File: config.mk
export PLATFORM = sky130hd
export DESIGN_NAME = psh_axis_bin
export DESIGN_NICKNAME = d
export VERILOG_FILES = /design/src/rtl/psh_pkg.sv /design/src/rtl/psh_axis_bin.sv
export SDC_FILE = /design/constraint.sdc
export NUM_CORES = 2
export LEC_CHECK = 0
export BUFFER_PORTS_ARGS = -buffer_cell sky130_fd_sc_hd__buf_2
export CAP_MARGIN = 20
export CELL_PAD_IN_SITES_DETAIL_PLACEMENT = 0
export CELL_PAD_IN_SITES_GLOBAL_PLACEMENT = 1
export CORE_ASPECT_RATIO = 0.75
export CORE_UTILIZATION = 30
export CTS_BUF_LIST = sky130_fd_sc_hd__clkbuf_8
export CTS_CLUSTER_SIZE = 14
export DETAILED_ROUTE_END_ITERATION = 8
export PLACE_DENSITY = 0.52
export SETUP_SLACK_MARGIN = 0.4
export SLEW_MARGIN = 20
export SYNTH_ARGS = -nofsm -noshare
export SYNTH_HDL_FRONTEND = slang
export SYNTH_SLANG_ARGS = --single-unit
File: constraint.sdc
create_clock -name aclk -period 8.3 [get_ports aclk]
set_input_delay 1.245 -clock aclk [delete_from_list [all_inputs] [get_ports aclk]]
set_output_delay 1.245 -clock aclk [all_outputs]
set_load 0.05 [all_outputs]
File: src/rtl/psh_pkg.sv
// ----------------------------------------------------------------------------
// psh_pkg
// Shared types, widths and codes of the phase-space histogram.
// ----------------------------------------------------------------------------
`default_nettype none

package psh_pkg;

    // default sizes of the bin store
    localparam int CELLS_DEF             = 16;
    localparam int VELOCITY_BINS_MAX_DEF = 16;
    localparam int MOMENT_BINS_MAX_DEF   = 16;

    // field widths
    localparam int COORD_W     = 32;
    localparam int INV_W       = 32;
    localparam int NBINS_W     = 5;
    localparam int WEIGHT_W    = 32;
    localparam int BIN_VALUE_W = 48;
    localparam int COUNT_W     = 32;
    localparam int CELL_W      = 4;
    localparam int RBIN_W      = 4;
    localparam int ACTION_W    = 2;
    localparam int CFG_IDX_W   = 3;
    localparam int CFG_DATA_W  = 32;
    localparam int S_TDATA_W   = 80;
    localparam int M_TDATA_W   = 112;

    // action codes
    localparam logic [ACTION_W-1:0] ACT_DEPOSIT = 2'd0;
    localparam logic [ACTION_W-1:0] ACT_READ    = 2'd1;
    localparam logic [ACTION_W-1:0] ACT_COUNT   = 2'd2;

    // configuration register indexes
    localparam logic [CFG_IDX_W-1:0] CFG_VELOCITY_MIN  = 3'd0;
    localparam logic [CFG_IDX_W-1:0] CFG_VELOCITY_INV  = 3'd1;
    localparam logic [CFG_IDX_W-1:0] CFG_VELOCITY_BINS = 3'd2;
    localparam logic [CFG_IDX_W-1:0] CFG_MOMENT_MIN    = 3'd3;
    localparam logic [CFG_IDX_W-1:0] CFG_MOMENT_INV    = 3'd4;
    localparam logic [CFG_IDX_W-1:0] CFG_MOMENT_BINS   = 3'd5;
    localparam logic [CFG_IDX_W-1:0] CFG_BIN_WEIGHT    = 3'd6;

    typedef enum logic [2:0] {
        ST_CLEAR,
        ST_IDLE,
        ST_MUL,
        ST_ACCESS,
        ST_WRITE
    } state_t;

    function automatic logic [COUNT_W-1:0] sat_inc(input logic [COUNT_W-1:0] c);
        sat_inc = (c == {COUNT_W{1'b1}}) ? c : c + COUNT_W'(1);
    endfunction

endpackage

`default_nettype wire

File: src/rtl/psh_axis_bin.sv
// ----------------------------------------------------------------------------
// psh_axis_bin
// One histogram axis: offset from the lower edge, multiply by the inverse
// bin width and range check of floor((x - min) * inverse_step).
// ----------------------------------------------------------------------------
`default_nettype none

module psh_axis_bin
    import psh_pkg::*;
#(
    parameter int BINS_MAX = VELOCITY_BINS_MAX_DEF,
    parameter int BIN_W    = 4
) (
    input  wire logic               aclk,
    input  wire logic               load,
    input  wire logic [COORD_W-1:0] x,
    input  wire logic [COORD_W-1:0] lo,
    input  wire logic [INV_W-1:0]   inv,
    input  wire logic               mul_en,
    input  wire logic [NBINS_W-1:0] bin_count,
    output logic                    in_range,
    output logic      [BIN_W-1:0]   bin
);

    logic [COORD_W:0]           diff;
    logic [COORD_W-1:0]         diff_reg;
    logic                       fail_reg;
    logic [COORD_W+INV_W-1:0]   prod_reg;
    logic [COORD_W-1:0]         prod_hi;
    logic [COORD_W-1:0]         lim;

    // exact 33-bit signed difference
    assign diff = {x[COORD_W-1], x} - {lo[COORD_W-1], lo};

    always_ff @(posedge aclk) begin
        if (load) begin
            // negative offset lands below the axis unless the step is zero
            diff_reg <= diff[COORD_W] ? '0 : diff[COORD_W-1:0];
            fail_reg <= diff[COORD_W] && (inv != '0);
        end
    end

    always_ff @(posedge aclk) begin
        if (mul_en) begin
            prod_reg <= (COORD_W+INV_W)'(diff_reg) * (COORD_W+INV_W)'(inv);
        end
    end

    assign prod_hi  = prod_reg[COORD_W+INV_W-1:INV_W];
    assign lim      = (COORD_W'(bin_count) > COORD_W'(BINS_MAX)) ? COORD_W'(BINS_MAX)
                                                               : COORD_W'(bin_count);
    assign in_range = !fail_reg && (prod_hi < lim);
    assign bin      = prod_hi[BIN_W-1:0];

endmodule

`default_nettype wire

==> results.yml <==
routing:
  ant_nets: 0
  drt-vias-per-instance: 4.53
  wl_per_cell_um: 21.6
  first_iter_violations: 1683
  drcViolationCount: 0
  vias: 26500
  first_pass_iters: 5
  drt_wl_total_mm: 126
floorplan:
  io-pin-count: 109
  dieArea_um2: 124000
  rows: 110
  initial_core_util_pct: 30.5
  die_y_um: 306
  die_x_um: 407
  coreArea_um2: 121000
critical_path:
  required_ps: 8490
  reg2reg_from: "diff_reg[11]"
  cp-end-kind: "flip-flop"
  crit_top_cell: "fa_1"
  cp_max_fo: 6
  critPathTopFamily: "adder cells"
  path_depth: 28
  rrSetupSlack_ps: 570
  max_stage_delay_ps: 560
  cpMaxStageDelayCell: "fa_1"
  r2r_end: "prod_reg[56]"
  start_kind: "primary input"
  crit_arrival_ps: 8050
  worst_r2r_path_depth: 27
  critical_path_class: "primary input to flip-flop"
  cp.buffers_inverters: 9
worst_hold_path:
  holdPathEnd: "diff_reg[0]"
  min_path_cells: 3
  worstHoldStart: "lo[0]"
  hp-class: "primary input to flip-flop"
timing:
  fin_crit_ps: 7860
  setup_viol: 0
  rsz0062_at_grt: "yes"
  drv_slew: 0
  setup_ws_ps: 441
  period_share_pct: 94.7
  slew_headroom_pct: 43.3
  fin_skew_ps: 17.0
  fmax_mhz: 127
  tightest_slew_ps: 850
  hold_viol_final: 0
  holdWs_ps: 1220
clock_tree:
  ctsHoldBuffers: 0
  insertion_delay_ps: 440
  cts_num_sinks: 65
  path_clk_slew_ps: 80
  cts_tree: "done"
  ctsRootBufferMaster: "clkbuf_8"
  clockBufferDepth: 2
  cts_max_level: 3
  cts_made_buffers: 9
synth:
  synth_area_leaders: "fa_1 49%, and2_1 11%, ha_1 10%"
  synth_edf_count: 65
  synth_cell_types: 66
  synth_fp_nets: 5289
  synth_top_area_share_pct: 48.7
  yosysTopAreaCell: "fa_1"
  synthTopCellsByCount: "936 x inv_1, 896 x fa_1, 636 x and2_1"
  yosysSeqAreaShare_pct: 5.29
  ys_warn_count: 0
  syn-mean-instance-area_um2: 9.23
  yosysMostFrequentCell: "inv_1"
  netlist_area_um2: 36900
  ys_seq_elements: 65
  syn_inst: 3993
  async_flop_share_pct: 0
  synth_ff_type: "edfxtp_1"
flow_run:
  maxCapViolCount: 0
final_layout:
  drive_gt1_share_pct: 14.7
  syn_to_final_growth_pct: 16.4
  nFillCells: 12600
  fin_cells: 5850
  layout.nets: 5513
  postLayoutCellArea_um2: 42900
place:
  dp_cells: 5802
  hpwl_mm: 105
  gp_congestion: 0.846
  dpl_worst_slack_ps: -779
  port_buffers: 108
  placed_area_um2: 41400
global_route:
  grt_pass1_wl_mm: 191
  grt.busiest_layer: "met1"
  grt_max_degree: 34
  use_met3_pct: 6.81
  global_route.usage.met2_pct: 27.1
  grt_pass1_vias: 29000
  met1_usage_pct: 34.0
  grt.total_usage_pct: 21.0
  globalRouteOverflowTotal: 0
  antenna_found_initial: 10
run_status:
  status: "completed"
-- worst max-delay path by stage --
stage,slack (ps),end,from
after floorplan,400,prod_reg[59],inv[11]
after global placement,-680,prod_reg[56],inv[5]
after detailed placement,-780,prod_reg[56],inv[5]
after CTS,310,prod_reg[56],inv[3]
after global routing,270,prod_reg[54],inv[2]
final,440,prod_reg[56],inv[4]
-- placed cells by master (no fill, tap or decap), types with 5 or more instances in the layout --
cell	count
buf_12	52
o21bai_1	12
buf_6	28
nor2b_1	12
nor3_1	12
a211oi_1	5
and3_1	5
and2_1	623
edfxtp_1	65
a21oi_2	12
ha_4	20
fa_1	855
o21ai_1	6
o21ai_2	5
nand3_1	14
nand2_1	431
and2_4	13
xnor2_1	40
nand4_1	26
a21o_1	42
clkbuf_8	9
buf_2	86
ha_1	275
fa_2	41
nand2b_1	8
nor2_1	61
o21ai_0	35
buf_4	259
a31oi_1	11
o21a_1	8
inv_2	27
a21oi_1	62
nor4_1	16
xor2_1	17
o211ai_1	10
inv_1	910
-- worst register-to-register path, cell delays in order, from the launching register on --
cell and delay, ps:
edfxtp_1 680, buf_4 320, buf_4 170, and2_1 170, fa_1 510, inv_1 50
fa_1 490, fa_1 470, fa_1 550, inv_1 40, ha_1 260, ha_1 310
fa_1 500, inv_1 60, fa_1 490, inv_1 50, ha_1 330, nand2_1 60
o21ai_1 410, o21ai_4 130, a221oi_4 390, buf_6 170, o211ai_1 90, a211oi_2 280
buf_4 170, a211oi_4 60, o21bai_1 170, xnor2_1 90
-- final cells by class --
type | count | area [um2] | share of cell area (%)
well taps | 1624 | 2030 | 4.73
clock buffers | 9 | 124 | 0.289
inverters | 936 | 3510 | 8.19
diodes | 4 | 10.0 | 0.0233
flip-flops and latches | 65 | 1950 | 4.55
multi-input cells | 2769 | 31300 | 72.9
repair buffers | 436 | 3920 | 9.13
clock inverters | 7 | 62.6 | 0.146
-- per-layer routing --
| layer | part of all wire, % | vias to the layer above |
|---|---|---|
| met5 | 0.034 | - |
| met4 | 0.67 | 6 |
| met3 | 8.9 | 55 |
| met2 | 37 | 659 |
| met1 | 53 | 13600 |
| li1 | - | 12200 |
-- repair_timing --
action,CTS,global route
gates cloned,1,4
buffers inserted,12,11
resized for setup,94,169
endpoints found under the setup margin,29,27
pin swaps,42,108
-- stage by stage --
| step | setup TNS (ps) | utilization [%] |
|---|---|---|
| detailed placement | -13560 | 34.2 |
| global placement | -11800 | 34.2 |
| global route | 0 | 35.5 |
| CTS | 0 | 34.8 |
| finish | 0 | 35.5 |
| floorplan | 0 | - |
-- cells by family (layout without fill, tap and decap cells) --
kind of cell	Yosys count	count (layout)	synth area share, %
buffers and inverters	1159	1388	11.9
DFF	65	65	5.29
other	0	4	0
adders and majority gates	1192	1192	58.7
AOI/OAI and AO/OA	265	265	4.84
muxes	2	2	0.0577
and+or+nand+nor	1250	1250	17.8
xor gates and xnor gates	60	60	1.43
Power is not shown: default switching activity piles up to over one toggle a cycle in this logic, so the estimate is an artifact.
